**src/rtl/core/chf_pkg.sv**
```systemverilog
// ----------------------------------------------------------------------------
// chf_pkg
// Shared types, constants and saturation helper for the Cholesky factor core.
// ----------------------------------------------------------------------------
package chf_pkg;

   localparam int WORD_W     = 32;
   localparam int OUT_IDX_W  = 3;
   localparam int CFG_W      = 4;
   localparam logic [CFG_W-1:0] CFG_RESET = 4'd8;
   localparam int ROOT_STEPS = 32;
   localparam int STEP_W     = 5;

   typedef enum logic {
      OP_ROOT,
      OP_DIV
   } arith_op_type;

   typedef struct packed {
      logic               start;
      arith_op_type       op;
      logic [63:0]        operand;   // radicand, or signed dividend
      logic [WORD_W-1:0]  divisor;   // unsigned, nonzero
   } arith_req_type;

   typedef struct packed {
      logic                      done;
      logic signed [WORD_W-1:0]  result;
   } arith_rsp_type;

   function automatic logic signed [WORD_W-1:0] sat_word(input logic signed [65:0] v);
      logic signed [65:0] hi_lim;
      logic signed [65:0] lo_lim;
      hi_lim = 66'sd2147483647;
      lo_lim = -66'sd2147483648;
      if (v > hi_lim)
         sat_word = 32'sh7fffffff;
      else if (v < lo_lim)
         sat_word = 32'sh80000000;
      else
         sat_word = v[WORD_W-1:0];
   endfunction

endpackage

```
**src/rtl/core/chf_arith.sv**
```systemverilog
// ----------------------------------------------------------------------------
// chf_arith
// Shared iterative unit: bit-serial square root and 64/32 signed division,
// one result bit per cycle, saturating to 32 bits signed.
// ----------------------------------------------------------------------------
module chf_arith (
   input  logic                   clock,
   input  logic                   reset,
   input  chf_pkg::arith_req_type req,
   output chf_pkg::arith_rsp_type rsp
);
   import chf_pkg::*;

   typedef enum logic [1:0] {
      A_IDLE,
      A_ROOT,
      A_DIV
   } astate_type;

   astate_type                state_ff;
   logic [63:0]               x_ff;
   logic [63:0]               res_ff;
   logic [63:0]               bit_ff;
   logic [WORD_W-1:0]         div_ff;
   logic                      neg_ff;
   logic [STEP_W-1:0]         cnt_ff;
   logic                      done_ff;
   logic signed [WORD_W-1:0]  result_ff;

   logic [63:0]  root_t;
   logic         root_ge;
   logic [63:0]  mag;
   logic [32:0]  rem2;
   logic         div_ge;
   logic [32:0]  rem_nx;
   logic [31:0]  quot;
   logic signed [65:0] qext;

   always_comb begin
      root_t  = res_ff + bit_ff;
      root_ge = (x_ff >= root_t);
      mag     = req.operand[63] ? (64'd0 - req.operand) : req.operand;
      rem2    = {x_ff[31:0], res_ff[31]};
      div_ge  = (rem2 >= {1'b0, div_ff});
      rem_nx  = div_ge ? (rem2 - {1'b0, div_ff}) : rem2;
      quot    = {res_ff[30:0], div_ge};
      qext    = neg_ff ? (66'sd0 - $signed({34'd0, quot})) : $signed({34'd0, quot});
   end

   always_ff @(posedge clock) begin
      if (reset) begin
         state_ff <= A_IDLE;
         done_ff  <= 1'b0;
         cnt_ff   <= '0;
      end else begin
         done_ff <= 1'b0;
         case (state_ff)
            A_IDLE: begin
               if (req.start) begin
                  cnt_ff <= '0;
                  div_ff <= req.divisor;
                  neg_ff <= req.operand[63];
                  if (req.op == OP_ROOT) begin
                     x_ff     <= req.operand;
                     res_ff   <= '0;
                     bit_ff   <= 64'd1 << 62;
                     state_ff <= A_ROOT;
                  end else if (mag[63:32] >= req.divisor) begin
                     // quotient needs more than 32 bits: clamp at once
                     done_ff   <= 1'b1;
                     result_ff <= req.operand[63] ? 32'sh80000000 : 32'sh7fffffff;
                  end else begin
                     x_ff     <= {32'd0, mag[63:32]};
                     res_ff   <= {32'd0, mag[31:0]};
                     state_ff <= A_DIV;
                  end
               end
            end
            A_ROOT: begin
               if (root_ge) begin
                  x_ff   <= x_ff - root_t;
                  res_ff <= (res_ff >> 1) + bit_ff;
               end else begin
                  res_ff <= res_ff >> 1;
               end
               bit_ff <= bit_ff >> 2;
               cnt_ff <= cnt_ff + 1'b1;
               if (cnt_ff == STEP_W'(ROOT_STEPS - 1)) begin
                  done_ff   <= 1'b1;
                  result_ff <= sat_word($signed({2'b00,
                                  (root_ge ? (res_ff >> 1) + bit_ff : res_ff >> 1)}));
                  state_ff  <= A_IDLE;
               end
            end
            A_DIV: begin
               x_ff   <= {32'd0, rem_nx[31:0]};
               res_ff <= {32'd0, quot};
               cnt_ff <= cnt_ff + 1'b1;
               if (cnt_ff == STEP_W'(ROOT_STEPS - 1)) begin
                  done_ff   <= 1'b1;
                  result_ff <= sat_word(qext);
                  state_ff  <= A_IDLE;
               end
            end
            default: state_ff <= A_IDLE;
         endcase
      end
   end

   assign rsp.done   = done_ff;
   assign rsp.result = result_ff;

endmodule

```
**config.mk**
```make
export PLATFORM = sky130hd
export DESIGN_NAME = chf_arith
export DESIGN_NICKNAME = d
export VERILOG_FILES = /design/src/rtl/core/chf_pkg.sv /design/src/rtl/core/chf_arith.sv
export SDC_FILE = /design/constraint.sdc
export NUM_CORES = 1
export LEC_CHECK = 0
export BUFFER_PORTS_ARGS = -buffer_cell sky130_fd_sc_hd__buf_2
export CORE_ASPECT_RATIO = 0.9
export CORE_UTILIZATION = 25
export DETAILED_ROUTE_END_ITERATION = 16
export GPL_TIMING_DRIVEN = 1
export HOLD_SLACK_MARGIN = 0.05
export PLACE_DENSITY_LB_ADDON = 0.12
export SLEW_MARGIN = 20
export SYNTH_ARGS = -nofsm -noshare
export SYNTH_HDL_FRONTEND = slang
export SYNTH_SLANG_ARGS = --single-unit
```
**constraint.sdc**
```tcl
create_clock -name clock -period 18.2 [get_ports clock]
set_clock_uncertainty 0.1 [all_clocks]
set_input_delay 0.91 -clock clock [delete_from_list [all_inputs] [get_ports clock]]
set_output_delay 0.91 -clock clock [all_outputs]
set_load 0.05 [all_outputs]
```
Word level (Yosys, flattened, before mapping)
Index checks and enable logic that the tools add are counted.
- reduce and logical (&&, ||, !) cells: 12
- div/mod/pow operators: 0
- mux-type cells: 38
- add/subtract/negate cells: 7
- shift-type cells: 0
- bitwise operators: 1
- $lt $le $gt $ge: 6
- eq/ne operators: 12
- multiply operators: 0
- operators by type and width (cell ; count):
    64-bit two-way mux ; 11
    64-bit case mux with 3 select lines ; 2
    32-bit two-way mux ; 10
    64-bit case mux with 2 select lines ; 1
    32-bit case mux with 3 select lines ; 1
    66-bit by 32-bit > comparator with 1-bit output, second input constant ; 1
    66-bit by 32-bit less-than comparator with 1-bit output, second input constant ; 1
    66-bit two-way mux ; 1
    63-bit by 64-bit adder with 64-bit output ; 1
    64-bit adder ; 1
    64-bit >= comparator ; 1
    64-bit by 31-bit > comparator with 1-bit output, second input constant ; 1
    1-bit by 64-bit subtractor with 64-bit output, first input constant ; 1
    64-bit subtractor ; 1
    33-bit by 32-bit >= comparator with 1-bit output ; 1
    1-bit by 32-bit subtractor with 33-bit output, first input constant ; 1
    32-bit >= comparator ; 1
    32-bit subtractor ; 1
    2-bit != test, second input constant ; 7
    5-bit case mux with 2 select lines ; 1
    2-bit two-way mux ; 4
    4-bit AND reduction ; 2
    7-bit AND reduction ; 1
    3-bit AND reduction ; 2
    other kinds (17) ; 21
- register bits after elaboration: 265
- memories kept: 0
- input port bits: 100
- RAM bits: 0
- bits in read-only memories: 0
- bits in latches: 0
- word-level logic and storage cells: 85

Depth between registers and ports, before layout
Gate-level depths: netlist of run 1.
- word-level depth: 8
- gate-level depth with buffers: 31
- mapped depth without buffers: 27

Worst setup path before layout of run 1
OpenSTA, ideal clock, no wires.
- kind: register to register
- start: reg res_ff[2]
- end: reg x_ff[0], enable pin
- data arrival time: 15.787 ns
- period minus slack after synthesis: 16.714 ns
- setup time: 0.827 ns
- path slack: 1.486 ns
- required time: 17.273 ns
- cell stages (with the launch flop): 26
- path through: edfxtp_1 > ha_1 > a31oi_1 > a211oi_1 > a211oi_1 > o211ai_1 > a41oi_1 > a2111oi_0 > o21ai_0 > a211oi_1 > nor2_1 > o21bai_1 > a21oi_1 > o311a_1 > ha_1 > nand4_1 > nor3_1 > nand3_1 > o31ai_1 > and4bb_1 > nor3_2 > nor2_1 > buf_2 > clkbuf_1 > clkbuf_1 > a2111oi_0
- word-level cells in the longest chain between the ends: 4
- RTL lines (item ; line ; source):
    start: declaration ; chf_arith.sv:22 ; logic [63:0] res_ff;
    start signal: assignment ; chf_arith.sv:74 ; res_ff <= {32'd0, mag[31:0]};
    start signal: assignment ; chf_arith.sv:82 ; res_ff <= (res_ff >> 1) + bit_ff;
    start signal: assignment ; chf_arith.sv:84 ; res_ff <= res_ff >> 1;
    64-bit adder ; chf_arith.sv:40 ; root_t = res_ff + bit_ff;
    64-bit >= comparator ; chf_arith.sv:41 ; root_ge = (x_ff >= root_t);
    2-bit != test (no line) ; n/a ;
    5-bit AND reduction (no line) ; n/a ;
    end signal: assignment ; chf_arith.sv:64 ; x_ff <= req.operand;
    end signal: assignment ; chf_arith.sv:73 ; x_ff <= {32'd0, mag[63:32]};
    end signal: assignment ; chf_arith.sv:81 ; x_ff <= x_ff - root_t;
    end: declaration ; chf_arith.sv:21 ; logic [63:0] x_ff;
Every way passes these cells.
A chain may end at the register's enable or synchronous reset.

Final worst setup path of run 1
- start: reg res_ff[2]
- end: reg result_ff[17] (data pin)
- word-level cells in the longest chain between the ends: 7
- elaborated cells on any way between the ends: 15
- those cells by class: 3 x add/sub; 4 x order compare; 8 x mux
- RTL lines (item ; line ; source):
    64-bit adder or 1-bit by 32-bit subtractor with 33-bit output (tied branches) ; chf_arith.sv:40, chf_arith.sv:47 ;
    64-bit >= comparator or 66-bit two-way mux (tied branches) ; chf_arith.sv:41, chf_arith.sv:47 ;
    64-bit two-way mux or 66-bit by 32-bit less-than comparator with 1-bit output (tied branches) ; chf_arith.sv:91, chf_pkg.sv:38 ;
    64-bit by 31-bit > comparator with 1-bit output or 32-bit two-way mux (tied branches) ; chf_pkg.sv:36, chf_pkg.sv:38 ;
    32-bit two-way mux ; chf_pkg.sv:36 ; if (v > hi_lim)
    32-bit two-way mux, on equally long branches ; chf_arith.sv:88, chf_arith.sv:99 ;
    32-bit case mux with 3 select lines * ; chf_arith.sv:57 ; case (state_ff)
    end signal: assignment ; chf_arith.sv:71 ; result_ff <= req.operand[63] ? 32'sh80000000 : 32'sh7fffffff;
    end signal: assignment ; chf_arith.sv:90 ; result_ff <= sat_word($signed({2'b00,
    end signal: assignment ; chf_arith.sv:101 ; result_ff <= sat_word(qext);
    end: declaration ; chf_arith.sv:28 ; logic signed [WORD_W-1:0] result_ff;
Mark *: on every way between the ends. The rest lies on a longest branch, timed or not. The select of a mux whose other input is x is not followed.

==> results.yml, run 1 <==
synth:
  syn_inst: 2864
  ys_types: 81
  syn-cell-area_sq_um: 23820
  ys_ff_latch: 233
  yosysTopAreaCellShare: 0.2837
  synth.avg_cell_area_sq_um: 8.317
  ys_seq_area_frac: 0.2904
  yosysTopAreaCell: "edfxtp_1"
  synth.net_count: 3168
  synth-async-reset-ratio: 0
  synth_edf_count: 225
  synth_ff_type: "edfxtp_1"
  yosysWarnings: 0
  synthTopCellsByArea: "edfxtp_1, ha_1, xnor2_1"
final_layout:
  final_area_sq_um: 26920
  final_common_cell: "nand2_1"
  layout.nets: 3225
  final_cell_mix: "nand2_1, edfxtp_1, nor2_1"
  drive_above_1_share: 0.08961
  area_growth_pct: 13.03
  fillCellCount: 10211
  fin_util: 0.2848
  n_antenna_cell: 0
timing:
  fin_crit_ns: 9.922
  tightest_slew_ns: 1.144
  post-route-period-util: 0.5451
  fmax_mhz: 100.8
  rsz0062_at_grt: "no"
  setup_viol: 0
  hold_violations: 0
  relSlewSlack: 0.2317
  final.setup.tns_ns: 0
  final_max_slew_viol_count: 0
clocking:
  cts.clk_slew.worst_paths_ns: 0.06
  tritoncts: "yes"
  numClockSinks: 233
  ctsResizeCount: 0
  root_buffer: "clkbuf_16"
  cts_hold_buf: 0
  cts_setup_buffers: 0
  cts_buffer_depth: 3
  cts_inserted_buffers: 36
  htreeDepth: 2
  clkLatencyLatePin_ns: 0.58
power:
  seq_power_share: 0.221
  p_switching_w: 0.002289
  finalPower_w: 0.004502
  pwr-share-comb: 0.625
  p_leak_nw: 10.30
  ir_worst_vdd_v: 0.00007085
  powerDensity_nw_per_um2: 167.2
  netSwitchingFraction: 0.5085
  pwr-share-clk: 0.154
  intPower_w: 0.002213
worst_setup_path:
  critPathBufInv: 2
  cp.arrival_ns: 10.07
  worst-setup-path-type: "reg -> reg"
  crit_fanout: 50
  reg2reg_depth: 28
  cp_common_cell: "a211oi_1"
  worst_setup_path_start_kind: "register"
  path_depth: 28
  max_stage_delay_ns: 0.76
  path_delay_family: "compound AO/OA/AOI/OAI gates"
  cp_slowest_cell: "a2111oi_0"
  required_ns: 18.34
  end_kind: "register"
global_route:
  overflow: 0
  grt_max_degree: 65
  gr-usage-all-layers: 0.2033
  first_global_vias: 21453
  antenna_found_initial: 4
  grt_pass1_wl_um: 146400
drt:
  wirelength_um: 99800
  viasPerCell: 5.415
  drc: 0
  vias: 22737
  ant_nets: 0
  drt_iter0_drc: 2130
  drtPass1Iterations: 6
  wl_per_cell_um: 23.77
run:
  max-cap-violations: 0
floorplan:
  start_util: 0.2520
  die_h_um: 294.8
  core_sq_um: 94520
  rows: 107
  pin_count: 133
  die_x_um: 327.4
  die_area_sq_um: 96520
placement:
  hpwl_um: 78650
  gp_congestion: 0.9035
  placedInstanceArea_sq_um: 25780
  io_buffers: 132
worst_hold_path:
  hold_class: "reg -> reg"
  holdPathStages: 2
outcome:
  outcome: "finished, final reports clean"
-- power groups by stage --
stage | Clock (W) | Sequential (W) | Combinational [W]
floorplan | 0 | 0.000947 | 0.00198
global placement | 0 | 0.00100 | 0.00278
detailed placement | 0 | 0.000998 | 0.00277
CTS | 0.000717 | 0.000989 | 0.00279
global route | 0.000730 | 0.00101 | 0.00309
finish | 0.000691 | 0.000995 | 0.00282
-- cell families (layout without fill, tap and decap cells) --
kind of cell    count (synthesis)  in the layout  synth area share
xor+xnor                      272            272            0.1000
compound gates                912            912            0.2536
buf+inv                       278            360           0.04486
simple gates                  938            938            0.1919
mux                            27             27           0.01140
fa+ha+maj                     204            204            0.1078
flops                         233            233            0.2904
-- final cells by class --
cell class,instances,area [sq um],area share
Clock buffer,44,962.2,0.03574
Clock inverter,19,155.1,0.005763
Inverter,135,506.7,0.01882
Multi-Input combinational cell,2353,15910,0.5909
Sequential cell,233,6917,0.2569
Tap cell,1253,1568,0.05823
Timing Repair Buffer,162,905.9,0.03365
-- sequential cells by signal (all words and copies together), names as in the netlist --
| register | cells |
|---|---|
| bit_ff | 32 |
| cnt_ff | 5 |
| div_ff | 32 |
| done_ff | 1 |
| neg_ff | 1 |
| res_ff | 64 |
| result_ff | 32 |
| state_ff | 2 |
| x_ff | 64 |
-- tightest hold or removal path, delay by kind of cell (launching register included) --
family | cells | cell delay (ns)
and+or+nand+nor | 1 | 0.05
DFF | 1 | 0.31
AOI/OAI and AO/OA | 1 | 0.05
-- synthesized netlist by cell type (all sizes together) (9+ instances only) --
cell and number:
a21oi 206, or2 20, nand2 268, nor2 225, o21bai 33, a221oi 12
nor2b 29, a31o 15, a22oi 14, xor2 107, buf 22, o31ai 37
nand3 81, nand2b 29, xnor2 165, inv 134, o41ai 14, nor3b 10
nand4 40, nor3 57, clkbuf 121, o22ai 10, ha 202, o211ai 31
o21ai 206, nor4 16, a211o 13, a21o 58, and2 51, a221o 28
a211oi 37, or4 14, a2111oi 9, o21a 34, mux2i 26, or3 41
edfxtp 225, and3 28, a31oi 64, o31a 14
-- per-stage QoR --
| stage | cells | hold WS [ns] | setup slack (ns) |
|---|---|---|---|
| 2_1_floorplan | 2864 | 0.3362 | 1.486 |
| 3_3_place_gp | 4135 | 0.3425 | 8.246 |
| 3_5_place_dp | 4135 | 0.3598 | 8.135 |
| 4_1_cts | 4198 | 0.3665 | 8.069 |
| 5_1_grt | 4199 | 0.3854 | 7.186 |
| 6_report | 4199 | 0.3682 | 8.278 |
-- path summary, 6_finish.rpt --
check	slack [ns]	end	startpoint
worst max-delay path	8.28	result_ff[17]	res_ff[2]
worst max register to register	8.28	result_ff[17]	res_ff[2]
worst min-delay path	0.37	cnt_ff[4]	cnt_ff[4]
worst min register to register	0.37	cnt_ff[4]	cnt_ff[4]
-- layer usage --
metal | GRT usage | up-vias | wire length [um]
met4 | 0.04661 | 2 | 2033
li1 | - | 10849 | -
met5 | 0 | - | 14
met2 | 0.2889 | 722 | 39940
met3 | 0.02490 | 93 | 5530
met1 | 0.3180 | 11071 | 52280
Power figures use the tool's default switching activity.
==> run 2, diff against run 1 <==
- clock period: 18.2 -> 9.03 ns (I/O delays scaled with it)
==> results.yml, run 2 (same netlist as run 1, synthesis figures left out) <==
worst_hold_path:
  holdPathStages: 3
  hold_class: "in -> reg"
drt:
  drc: 0
  drt_iter0_drc: 1901
  wl_per_cell_um: 23.62
  viasPerCell: 5.393
  wirelength_um: 100500
  ant_nets: 0
  drtPass1Iterations: 5
  vias: 22951
global_route:
  grt_max_degree: 65
  gr-usage-all-layers: 0.2038
  first_global_vias: 21730
  overflow: 0
  grt_pass1_wl_um: 147500
  antenna_found_initial: 4
worst_setup_path:
  path_delay_family: "compound AO/OA/AOI/OAI gates"
  r2r_slack_ns: 0.65
  required_ns: 9.16
  worst_setup_path_start_kind: "register"
  crit_fanout: 31
  reg2reg_depth: 29
  end_kind: "register"
  cp_slowest_cell: "or3_1"
  critPathBufInv: 3
  critical_path.endpoint: "result_ff[17]"
  max_stage_delay_ns: 0.59
  cp_common_cell: "a211oi_1"
  path_depth: 29
  r2r-end: "result_ff[17]"
  startpoint: "bit_ff[2]"
  cp.arrival_ns: 8.51
  reg2reg_from: "bit_ff[2]"
  worst-setup-path-type: "reg -> reg"
outcome:
  outcome: "finished, final reports clean"
power:
  powerDensity_nw_per_um2: 332.0
  p_leak_nw: 10.57
  finalPower_w: 0.009125
  ir_worst_vdd_v: 0.0001531
placement:
  gp_congestion: 0.9192
  hpwl_um: 79400
  io_buffers: 132
  dp_cells: 4162
final_layout:
  drive_above_1_share: 0.09627
  largestRegisters: "res_ff (64), x_ff (64)"
  final_common_cell: "nand2_1"
  layout.nets: 3283
  final_cell_mix: "nand2_1, edfxtp_1, nor2_1"
  area_growth_pct: 15.37
  stdcell_count: 4256
  fillCellCount: 10243
timing:
  relSlewSlack: 0.1713
  tightest_slew_ns: 1.235
  fin_crit_ns: 8.378
  holdWs_ns: 0.1588
  rsz0062_at_grt: "no"
  setup_viol: 0
  final.setup.tns_ns: 0
  post-route-period-util: 0.9278
  final_max_slew_viol_count: 0
  fmax_mhz: 119.4
  hold_violations: 0
floorplan:
  die_area_sq_um: 96520
  rows: 107
  die_x_um: 327.4
  start_util: 0.2520
  core_sq_um: 94520
  die_h_um: 294.8
  pin_count: 133
run:
  max-cap-violations: 0
clocking:
  cts_buffer_depth: 3
  clkLatencyLatePin_ns: 0.57
  cts.clk_slew.worst_paths_ns: 0.06
  tritoncts: "yes"
  htreeDepth: 2
  cts_inserted_buffers: 35
  numClockSinks: 233
  root_buffer: "clkbuf_16"
run 2: cell types whose count changed in the layout (fill, tap and decap cells not counted), moves of 2 or more:
cell           change
a211oi_1           -2
a211oi_2           +2
buf_12             +4
buf_4             +23
clkinv_4           -2
dlygate4sd3_1     +32
run 2: final cells by class:
class                           instances  area, sq um  share of cell area
Multi-Input combinational cell       2353        15940              0.5801
Sequential cell                       233         6917              0.2517
Tap cell                             1253         1568             0.05705
Timing Repair Buffer                  221         1479             0.05382
Clock buffer                           44        940.9             0.03424
Inverter                              135        506.7             0.01844
Clock inverter                         16        126.4            0.004599
Antenna cell                            1        2.502          0.00009106
run 2: timing repair:
action / 4_1_cts / 5_1_grt
hold buffers: 32 / 0
endpoints found under the setup margin: 0 / 31
resized for setup: 0 / 6
setup buffers: 0 / 0
hold endpoints to repair: 32 / 0
run 2: metrics by stage:
stage,setup slack [ns],area [sq um],utilization
floorplan,0.3790,23840,-
global placement,0.4059,26040,0.2755
detailed placement,0.4402,26050,0.2756
CTS,0.3890,27430,0.2902
global route,0.01581,27480,0.2907
finish,0.6517,27480,0.2907
run 2: worst min path at each step:
stage	start	end
2_1_floorplan	cnt_ff[4]	cnt_ff[4]
3_3_place_gp	cnt_ff[4]	cnt_ff[4]
3_5_place_dp	cnt_ff[4]	cnt_ff[4]
4_1_cts	req[74]	x_ff[42]
5_1_grt	req[74]	x_ff[42]
6_report	req[74]	x_ff[42]
run 2: power breakdown:
group | switching (W) | internal [W]
Combinational | 0.00372 | 0.00210
Clock | 0.000569 | 0.000791
Sequential | 0.000334 | 0.00162
Total | 0.00462 | 0.00451
run 2: layer usage:
layer / part of all wire / track usage / up-vias
met1: 0.53 / 0.3206 / 11189
li1: - / - / 10962
met2: 0.40 / 0.2895 / 705
met4: 0.021 / 0.04832 / 0
met3: 0.050 / 0.02134 / 95
met5: 0 / 0 / -
run 2: worst register-to-register path, delay by kind of cell (launching register included):
kind / cells / cell delay, ns
simple gates: 8 / 1.96
fa+ha+maj: 2 / 0.78
compound gates: 16 / 4.15
flops: 1 / 0.42
buf+inv: 3 / 0.59
